[src/rtl/bqc_pkg.sv]
// ----------------------------------------------------------------------------
// bqc_pkg
// Shared types and constants for the cascaded biquad band-pass unit.
// ----------------------------------------------------------------------------
`default_nettype none

package bqc_pkg;

    // Filter geometry
    localparam int STAGES      = 3;
    localparam int SAMPLE_BITS = 24;
    localparam int COEF_BITS   = 18;
    localparam int FRAC_BITS   = 16;
    localparam int NUM_REGS    = 5;

    localparam int STAGE_BITS   = (STAGES > 1) ? $clog2(STAGES) : 1;
    localparam int CFG_BITS     = COEF_BITS * STAGES;
    localparam int REG_IDX_BITS = $clog2(NUM_REGS);
    localparam int PROD_BITS    = COEF_BITS + SAMPLE_BITS;
    localparam int ACC_BITS     = PROD_BITS + 3;

    localparam logic [STAGE_BITS-1:0] LAST_STAGE = STAGE_BITS'(STAGES - 1);

    // Coefficient register indexes
    localparam logic [REG_IDX_BITS-1:0] REG_B0 = REG_IDX_BITS'(0);
    localparam logic [REG_IDX_BITS-1:0] REG_B1 = REG_IDX_BITS'(1);
    localparam logic [REG_IDX_BITS-1:0] REG_B2 = REG_IDX_BITS'(2);
    localparam logic [REG_IDX_BITS-1:0] REG_A1 = REG_IDX_BITS'(3);
    localparam logic [REG_IDX_BITS-1:0] REG_A2 = REG_IDX_BITS'(4);

    // Sequencer states
    typedef enum logic {
        ST_IDLE,
        ST_RUN
    } state_t;

    // Multiply order within a stage: history taps first, new input last
    typedef enum logic [2:0] {
        TAP_X1,
        TAP_X2,
        TAP_Y1,
        TAP_Y2,
        TAP_X0
    } tap_t;

    // One delay-line row per stage
    typedef struct packed {
        logic signed [SAMPLE_BITS-1:0] x1;
        logic signed [SAMPLE_BITS-1:0] x2;
        logic signed [SAMPLE_BITS-1:0] y1;
        logic signed [SAMPLE_BITS-1:0] y2;
    } hist_row_t;

    // Sequencer to MAC: tags of the product issued this cycle
    typedef struct packed {
        logic                  vld;
        logic                  first;
        logic                  last;
        logic                  sub;
        logic [STAGE_BITS-1:0] stage;
    } mac_issue_t;

    // MAC to sequencer: finished stage output
    typedef struct packed {
        logic                          done;
        logic [STAGE_BITS-1:0]         stage;
        logic signed [SAMPLE_BITS-1:0] y;
        logic                          sat;
    } mac_result_t;

endpackage

`default_nettype wire

[src/rtl/bqc_mac.sv]
// ----------------------------------------------------------------------------
// bqc_mac
// Shared multiply-accumulate for all biquad taps, with round and saturate.
// ----------------------------------------------------------------------------
`default_nettype none

module bqc_mac (
    input  wire logic                                  clk,
    input  wire logic                                  rst_n,
    input  wire bqc_pkg::mac_issue_t                   issue,
    input  wire logic signed [bqc_pkg::COEF_BITS-1:0]  coef,
    input  wire logic signed [bqc_pkg::SAMPLE_BITS-1:0] operand,
    input  wire logic                                  hold,
    output bqc_pkg::mac_result_t                       result
);
    import bqc_pkg::*;

    localparam int Q_BITS = ACC_BITS - FRAC_BITS;
    localparam logic signed [Q_BITS-1:0] Q_MAX = Q_BITS'((2 ** (SAMPLE_BITS - 1)) - 1);
    localparam logic signed [Q_BITS-1:0] Q_MIN = -Q_MAX - Q_BITS'(1);
    localparam logic signed [ACC_BITS-1:0] ROUND_HALF = ACC_BITS'(1) << (FRAC_BITS - 1);

    logic signed [PROD_BITS-1:0] prod_reg;
    logic                        prod_vld_reg;
    logic                        prod_first_reg;
    logic                        prod_last_reg;
    logic                        prod_sub_reg;
    logic [STAGE_BITS-1:0]       prod_stage_reg;

    logic signed [ACC_BITS-1:0]  acc_reg;
    logic signed [ACC_BITS-1:0]  acc_next;
    logic signed [ACC_BITS-1:0]  acc_base;
    logic                        done_reg;
    logic [STAGE_BITS-1:0]       done_stage_reg;

    logic signed [ACC_BITS-1:0]  rounded;
    logic signed [Q_BITS-1:0]    quot;

    // Product register
    always_ff @(posedge clk)
    begin
        prod_reg       <= coef * operand;
        prod_first_reg <= issue.first;
        prod_last_reg  <= issue.last;
        prod_sub_reg   <= issue.sub;
        prod_stage_reg <= issue.stage;
    end

    always_ff @(posedge clk or negedge rst_n)
    begin
        if (!rst_n)
        begin
            prod_vld_reg <= 1'b0;
        end
        else
        begin
            prod_vld_reg <= issue.vld;
        end
    end

    // Accumulate: first tap of a stage restarts the sum, feedback taps subtract
    always_comb
    begin
        acc_base = prod_first_reg ? '0 : acc_reg;
        if (prod_sub_reg)
        begin
            acc_next = acc_base - ACC_BITS'(prod_reg);
        end
        else
        begin
            acc_next = acc_base + ACC_BITS'(prod_reg);
        end
    end

    always_ff @(posedge clk)
    begin
        if (prod_vld_reg)
        begin
            acc_reg <= acc_next;
        end
        if (prod_vld_reg && prod_last_reg)
        begin
            done_stage_reg <= prod_stage_reg;
        end
    end

    // Stage result stays up while the sequencer holds it
    always_ff @(posedge clk or negedge rst_n)
    begin
        if (!rst_n)
        begin
            done_reg <= 1'b0;
        end
        else
        begin
            done_reg <= (prod_vld_reg && prod_last_reg) || (done_reg && hold);
        end
    end

    // Round to nearest (ties up) and saturate
    always_comb
    begin
        rounded      = acc_reg + ROUND_HALF;
        quot         = rounded[ACC_BITS-1:FRAC_BITS];
        result.done  = done_reg;
        result.stage = done_stage_reg;
        if (quot > Q_MAX)
        begin
            result.y   = Q_MAX[SAMPLE_BITS-1:0];
            result.sat = 1'b1;
        end
        else if (quot < Q_MIN)
        begin
            result.y   = Q_MIN[SAMPLE_BITS-1:0];
            result.sat = 1'b1;
        end
        else
        begin
            result.y   = quot[SAMPLE_BITS-1:0];
            result.sat = 1'b0;
        end
    end

endmodule

`default_nettype wire

[src/rtl/biquad_cascade_bandpass_unit.sv]
// A new sample is accepted only after the previous one is in the output register.
// The single shared multiplier does five products per stage, one per cycle,
// and stages overlap in the MAC.
// Reset clears the coefficients, marks every delay-line row as zero and
// empties the output register. A restart sample clears the rows the same way.
// ----------------------------------------------------------------------------
// biquad_cascade_bandpass_unit
// Three Direct Form 1 biquad sections in series, delay lines held in a small
// synchronous RAM, one multiplier shared by all taps.
// ----------------------------------------------------------------------------
`default_nettype none

module biquad_cascade_bandpass_unit (
    input  wire logic                                   clk,
    input  wire logic                                   rst_n,
    // input stream
    input  wire logic                                   s_axis_tvalid,
    output logic                                        s_axis_tready,
    input  wire logic [bqc_pkg::SAMPLE_BITS-1:0]        s_axis_tdata,  // [23:0] sample_in
    input  wire logic                                   s_axis_tuser,  // [0] restart
    // output stream
    output logic                                        m_axis_tvalid,
    input  wire logic                                   m_axis_tready,
    output logic [bqc_pkg::SAMPLE_BITS-1:0]             m_axis_tdata,  // [23:0] sample_out
    output logic                                        m_axis_tuser,  // [0] clipped
    // coefficient write channel
    input  wire logic                                   cfg_valid,
    output logic                                        cfg_ready,
    input  wire logic [bqc_pkg::REG_IDX_BITS-1:0]       cfg_index,
    input  wire logic [bqc_pkg::CFG_BITS-1:0]           cfg_data
);
    import bqc_pkg::*;

    state_t state_reg;
    state_t state_next;

    logic [CFG_BITS-1:0] coef_reg [NUM_REGS];

    // delay-line RAM and per-row valid bits
    hist_row_t             hist_mem [STAGES];
    hist_row_t             rd_row_reg;
    logic                  rd_valid_reg;
    logic [STAGES-1:0]     row_valid_reg;
    logic                  rd_en;
    logic [STAGE_BITS-1:0] rd_addr;
    hist_row_t             row;

    // issue sequencer
    logic                  issue_on_reg;
    logic [STAGE_BITS-1:0] stage_i_reg;
    tap_t                  tap_reg;
    tap_t                  tap_next;

    logic signed [SAMPLE_BITS-1:0] x_reg;
    logic signed [SAMPLE_BITS-1:0] x1_hold_reg;
    logic signed [SAMPLE_BITS-1:0] y1_hold_reg;
    logic                          clip_reg;

    logic [REG_IDX_BITS-1:0]       reg_sel;
    logic [CFG_BITS-1:0]           coef_word;
    logic signed [COEF_BITS-1:0]   coef;
    logic signed [SAMPLE_BITS-1:0] operand;
    mac_issue_t                    issue;
    mac_result_t                   res;

    logic in_fire;
    logic out_fire;
    logic cfg_fire;
    logic res_last;
    logic hold;
    logic w_fire;

    logic [SAMPLE_BITS-1:0] m_data_reg;
    logic                   m_user_reg;
    logic                   m_valid_reg;

    // Handshakes
    assign s_axis_tready = (state_reg == ST_IDLE);
    assign in_fire       = s_axis_tvalid && s_axis_tready;
    assign out_fire      = m_axis_tvalid && m_axis_tready;
    assign cfg_ready     = 1'b1;
    assign cfg_fire      = cfg_valid && cfg_ready;

    // Coefficient registers; indexes past the list are dropped
    always_ff @(posedge clk or negedge rst_n)
    begin
        if (!rst_n)
        begin
            for (int i = 0; i < NUM_REGS; i++)
            begin
                coef_reg[i] <= '0;
            end
        end
        else if (cfg_fire && (cfg_index < REG_IDX_BITS'(NUM_REGS)))
        begin
            coef_reg[cfg_index] <= cfg_data;
        end
    end

    // State register
    always_ff @(posedge clk or negedge rst_n)
    begin
        if (!rst_n)
        begin
            state_reg <= ST_IDLE;
        end
        else
        begin
            state_reg <= state_next;
        end
    end

    // Next state
    always_comb
    begin
        state_next = state_reg;
        unique case (state_reg)
            ST_IDLE:
            begin
                if (in_fire)
                begin
                    state_next = ST_RUN;
                end
            end
            ST_RUN:
            begin
                if (w_fire && res_last)
                begin
                    state_next = ST_IDLE;
                end
            end
            default:
            begin
                state_next = ST_IDLE;
            end
        endcase
    end

    // Tap order within a stage
    always_comb
    begin
        unique case (tap_reg)
            TAP_X1:  tap_next = TAP_X2;
            TAP_X2:  tap_next = TAP_Y1;
            TAP_Y1:  tap_next = TAP_Y2;
            TAP_Y2:  tap_next = TAP_X0;
            default: tap_next = TAP_X1;
        endcase
    end

    // Issue counters: stage and tap of the product going into the multiplier
    always_ff @(posedge clk or negedge rst_n)
    begin
        if (!rst_n)
        begin
            issue_on_reg <= 1'b0;
            stage_i_reg  <= '0;
            tap_reg      <= TAP_X1;
        end
        else if (in_fire)
        begin
            issue_on_reg <= 1'b1;
            stage_i_reg  <= '0;
            tap_reg      <= TAP_X1;
        end
        else if (issue_on_reg)
        begin
            tap_reg <= tap_next;
            if (tap_reg == TAP_X0)
            begin
                if (stage_i_reg == LAST_STAGE)
                begin
                    issue_on_reg <= 1'b0;
                end
                else
                begin
                    stage_i_reg <= stage_i_reg + 1'b1;
                end
            end
        end
    end

    // Row reads: stage 0 on the input transfer, next stage during the last tap
    always_comb
    begin
        rd_en   = 1'b0;
        rd_addr = '0;
        if (in_fire)
        begin
            rd_en = 1'b1;
        end
        else if (issue_on_reg && (tap_reg == TAP_X0) && (stage_i_reg != LAST_STAGE))
        begin
            rd_en   = 1'b1;
            rd_addr = stage_i_reg + 1'b1;
        end
    end

    always_ff @(posedge clk)
    begin
        if (rd_en)
        begin
            rd_row_reg <= hist_mem[rd_addr];
        end
        if (w_fire)
        begin
            hist_mem[res.stage] <= '{x1: x_reg, x2: x1_hold_reg, y1: res.y, y2: y1_hold_reg};
        end
    end

    // A row not written since reset or restart reads as zero
    always_ff @(posedge clk or negedge rst_n)
    begin
        if (!rst_n)
        begin
            rd_valid_reg  <= 1'b0;
            row_valid_reg <= '0;
        end
        else
        begin
            if (rd_en)
            begin
                rd_valid_reg <= row_valid_reg[rd_addr] && !(in_fire && s_axis_tuser);
            end
            if (in_fire && s_axis_tuser)
            begin
                row_valid_reg <= '0;
            end
            else if (w_fire)
            begin
                row_valid_reg[res.stage] <= 1'b1;
            end
        end
    end

    assign row = rd_valid_reg ? rd_row_reg : '0;

    // Operand and coefficient for the current tap
    always_comb
    begin
        unique case (tap_reg)
            TAP_X1:
            begin
                reg_sel = REG_B1;
                operand = row.x1;
            end
            TAP_X2:
            begin
                reg_sel = REG_B2;
                operand = row.x2;
            end
            TAP_Y1:
            begin
                reg_sel = REG_A1;
                operand = row.y1;
            end
            TAP_Y2:
            begin
                reg_sel = REG_A2;
                operand = row.y2;
            end
            default:
            begin
                reg_sel = REG_B0;
                operand = x_reg;
            end
        endcase
        coef_word = coef_reg[reg_sel];
        coef      = coef_word[stage_i_reg * COEF_BITS +: COEF_BITS];
    end

    assign issue.vld   = issue_on_reg;
    assign issue.first = (tap_reg == TAP_X1);
    assign issue.last  = (tap_reg == TAP_X0);
    assign issue.sub   = (tap_reg == TAP_Y1) || (tap_reg == TAP_Y2);
    assign issue.stage = stage_i_reg;

    bqc_mac u_mac (
        .clk     (clk),
        .rst_n   (rst_n),
        .issue   (issue),
        .coef    (coef),
        .operand (operand),
        .hold    (hold),
        .result  (res)
    );

    // Stage write-back; the last stage waits for a free output register
    assign res_last = (res.stage == LAST_STAGE);
    assign hold     = res.done && res_last && m_valid_reg && !m_axis_tready;
    assign w_fire   = res.done && !hold;

    // Old x1/y1 of the row leave the read register before write-back
    always_ff @(posedge clk)
    begin
        if (in_fire)
        begin
            x_reg <= s_axis_tdata;
        end
        else if (w_fire)
        begin
            x_reg <= res.y;
        end
        if (issue_on_reg && (tap_reg == TAP_X0))
        begin
            x1_hold_reg <= row.x1;
            y1_hold_reg <= row.y1;
        end
    end

    always_ff @(posedge clk or negedge rst_n)
    begin
        if (!rst_n)
        begin
            clip_reg <= 1'b0;
        end
        else if (in_fire)
        begin
            clip_reg <= 1'b0;
        end
        else if (w_fire)
        begin
            clip_reg <= clip_reg || res.sat;
        end
    end

    // Output register
    always_ff @(posedge clk)
    begin
        if (w_fire && res_last)
        begin
            m_data_reg <= res.y;
            m_user_reg <= clip_reg || res.sat;
        end
    end

    always_ff @(posedge clk or negedge rst_n)
    begin
        if (!rst_n)
        begin
            m_valid_reg <= 1'b0;
        end
        else if (w_fire && res_last)
        begin
            m_valid_reg <= 1'b1;
        end
        else if (out_fire)
        begin
            m_valid_reg <= 1'b0;
        end
    end

    assign m_axis_tvalid = m_valid_reg;
    assign m_axis_tdata  = m_data_reg;
    assign m_axis_tuser  = m_user_reg;

    // Checks
    a_issue_in_run: assert property (@(posedge clk) disable iff (!rst_n)
        issue_on_reg |-> (state_reg == ST_RUN))
        else $error("multiplier issue outside a running item");

    a_start_stage0: assert property (@(posedge clk) disable iff (!rst_n)
        in_fire |=> (issue_on_reg && (stage_i_reg == '0) && (tap_reg == TAP_X1)))
        else $error("item did not start at stage 0");

    a_last_after_issue: assert property (@(posedge clk) disable iff (!rst_n)
        (res.done && res_last) |-> !issue_on_reg)
        else $error("last stage finished while products still issued");

    a_result_shown: assert property (@(posedge clk) disable iff (!rst_n)
        (w_fire && res_last) |=> (m_axis_tvalid && (state_reg == ST_IDLE)))
        else $error("finished sample not presented");

endmodule

`default_nettype wire
[config.mk]
export PLATFORM = sky130hd
export DESIGN_NAME = biquad_cascade_bandpass_unit
export DESIGN_NICKNAME = d
export VERILOG_FILES = /design/src/rtl/bqc_pkg.sv /design/src/rtl/bqc_mac.sv /design/src/rtl/biquad_cascade_bandpass_unit.sv
export SDC_FILE = /design/constraint.sdc
export NUM_CORES = 2
export LEC_CHECK = 0
export ABC_AREA = 1
export BUFFER_PORTS_ARGS = -buffer_cell sky130_fd_sc_hd__buf_4
export CAP_MARGIN = 40
export CORE_MARGIN = 3
export CORE_UTILIZATION = 55
export CTS_CLUSTER_DIAMETER = 200
export CTS_CLUSTER_SIZE = 28
export DETAILED_ROUTE_END_ITERATION = 16
export PLACE_DENSITY = 0.67
export SYNTH_ARGS = -nofsm -noshare
export SYNTH_HDL_FRONTEND = slang
export SYNTH_SLANG_ARGS = --single-unit
[constraint.sdc]
create_clock -name clk -period 12.4 [get_ports clk]
set_input_delay 1.86 -clock clk [delete_from_list [all_inputs] [get_ports clk]]
set_output_delay 1.86 -clock clk [all_outputs]
set_load 0.05 [all_outputs]
==> metrics.yaml <==
outcome:
  status: "complete, no violations"
setup_path:
  cp-start-kind: "flip-flop"
  cp_max_fo: 37
  rrSetupSlack_ps: 2120
  critical_path_required_ps: 12980
  crit_path_end_kind: "flip-flop"
  worstRegToRegCells: 32
  cpPeakStageDelay_ps: 890
  crit_arrival_ps: 10860
  slowest_stage: "dfrtp_1"
  reg2reg_from: "tap_reg[2]"
  reg2reg_to: "u_mac.prod_reg[34]"
  path_common_cell: "nand2_1"
  path_class: "flip-flop to flip-flop"
synth:
  synthFlopType: "edfxtp_1"
  synth_area_leaders: "edfxtp_1 28%, fa_1 16%, dfrtp_1 13%"
  synth_area_um2: 54200
  yosys.area.top_type_share_pct: 27.9
  yosys_warnings: 0
  synth_seq_area_share_pct: 42.8
  yosys.cell_types.count: 50
  synth_nets: 6666
  async_flop_share_pct: 34.1
  syn_inst: 6001
  synth_seq_cells: 836
  synth_area_leader_cell: "edfxtp_1"
  synth-edff-count: 504
  synth.avg_cell_area_um2: 9.03
floorplan:
  die_area_um2: 102000
  initial_utilization_pct: 55.8
  core_um2: 97100
  die_w_um: 320
  rows: 114
  die_h_um: 320
  ioPinCount: 115
timing:
  finalSetupTns_ps: 0
  rsz0062_at_grt: "false"
  drv_slew: 0
  max_freq_mhz: 97.2
  setup_viol: 0
  hold_violations: 0
  relSlewSlack_pct: 26.3
  fin_skew_ps: 59.9
  worst_pin_slew_ps: 1110
  post-route-min-period_ps: 10280
  min_period_over_period_pct: 82.9
clock_network:
  post_cts_buffers: 0
  clk_pin_slew_ps: 130
  cts.sinks: 836
  cts_resized: 0
  hold_buffers: 0
  cts_tree: "built"
  clockBufferDepth: 3
  insertion_delay_ps: 660
  root_buffer: "clkbuf_16"
  numCtsBuffers: 35
  cts-htree-levels: 2
min_path:
  hold_depth: 0
  hold_path.class: "flip-flop to flip-flop"
  worstHoldStart: "u_mac.prod_stage_reg[0]"
  holdPathEnd: "u_mac.done_stage_reg[0]"
finish:
  multiInputGateArea_um2: 26300
  regArea_um2: 23200
  syn_to_final_growth_pct: 5.30
  final.fill_count: 8529
  diodes: 0
  drive_gt1_share_pct: 4.87
  final_common_cell: "nand2_1"
  nets: 6603
  final_cell_mix: "1359 x nand2_1, 882 x inv_1, 610 x nor2_1, 504 x edfxtp_1, 427 x fa_1"
  largest_reg_flops: 270
routing:
  vias: 41200
  drt_wl_total_um: 156000
  postRouteAntennaNets: 0
  drcViolationCount: 0
  first_pass_iters: 8
  wl_per_cell_um: 21.6
  drt_iter0_markers: 4952
  viasPerCell: 5.70
grt:
  gr-usage-all-layers_pct: 30.8
  grt_max_degree: 147
  antenna_found_initial: 3
  grt_pass1_vias: 40100
  grt_pass1_wl_um: 243000
  overflow: 0
job:
  cap_viol_max_count: 0
place:
  hpwl_um: 113000
  port_buffers: 113
  gp_congestion: 0.997
==> through the flow <==
stage                     area [µm²]  util [%]  setup slack, ps  instances  hold WS [ps]
final                          57100      58.7             2120       7228           416
after global routing           57100      58.7             1400       7228           433
after CTS                      57100      58.7             2120       7228           418
after detailed placement       56100      57.7             2130       7177           391
after global placement         55800      57.4             2210       7165           388
after floorplan                54200         -             4740       6001           366
==> kinds of logic after synthesis <==
kind of cell | synth area share, %
muxes | 0.0369
buffers and inverters | 8.78
and+or+nand+nor | 18.4
adders and majority gates | 19.3
other | 0.00692
AOI/OAI and AO/OA | 8.39
DFF | 42.8
xor gates and xnor gates | 2.28
==> layout make-up <==
cell class / count / area share, %
clock buffers: 47 / 1.61
well taps: 1276 / 2.80
multi-input cells: 3989 / 46.1
flip-flops and latches: 836 / 40.7
clock inverters: 4 / 0.101
inverters: 893 / 5.88
repair buffers: 183 / 2.78
==> worst max-delay path: cells and delay by family, from the launching register on <==
kind | cells | cell delay (ps)
AOI/OAI and AO/OA | 1 | 310
adders and majority gates | 7 | 3410
DFF | 1 | 890
buffers and inverters | 7 | 1900
and+or+nand+nor | 17 | 3640
==> worst max-delay path by stage <==
stage | startpoint | end | slack [ps] | depth (start not counted)
3_3_place_gp | tap_reg[2] | u_mac.prod_reg[34] | 2210 | 32
6_report | tap_reg[2] | u_mac.prod_reg[34] | 2120 | 32
5_1_grt | tap_reg[2] | u_mac.prod_reg[40] | 1400 | 28
3_5_place_dp | tap_reg[2] | u_mac.prod_reg[22] | 2130 | 29
2_1_floorplan | u_mac.done_stage_reg[1] | hist_mem[0][0] | 4740 | 1
4_1_cts | tap_reg[2] | u_mac.prod_reg[22] | 2120 | 29
==> Yosys cell counts (11+ instances only) <==
library cell  number
a21o_1            17
a21oi_1          150
a31oi_1          126
buf_1             16
buf_2             85
buf_4             38
buf_6             12
clkbuf_1         132
dfrtp_1          285
dfxtp_1           47
edfxtp_1         504
fa_1             427
ha_1             151
inv_1            882
nand2_1         1365
nand2_2           11
nand3_1          383
nand4_1           19
nor2_1           613
nor3_1            22
o2111ai_1         13
o211ai_1          34
o21a_1            28
o21ai_0          404
o21ai_1           11
o21bai_1          13
xnor2_1           39
xor2_1           102
==> metal layers <==
layer | routed length, µm | part of all wire, % | track usage (%) | vias to the layer above
met5 | 27 | 0.017 | 0 | -
met4 | 4850 | 3.1 | 8.37 | 4
met3 | 13300 | 8.5 | 4.87 | 302
met2 | 71000 | 45 | 48.5 | 1743
met1 | 67000 | 43 | 44.9 | 20200
li1 | - | - | - | 19000
Power is not shown: default switching activity piles up to over one toggle a cycle in this logic, so the estimate is an artifact.
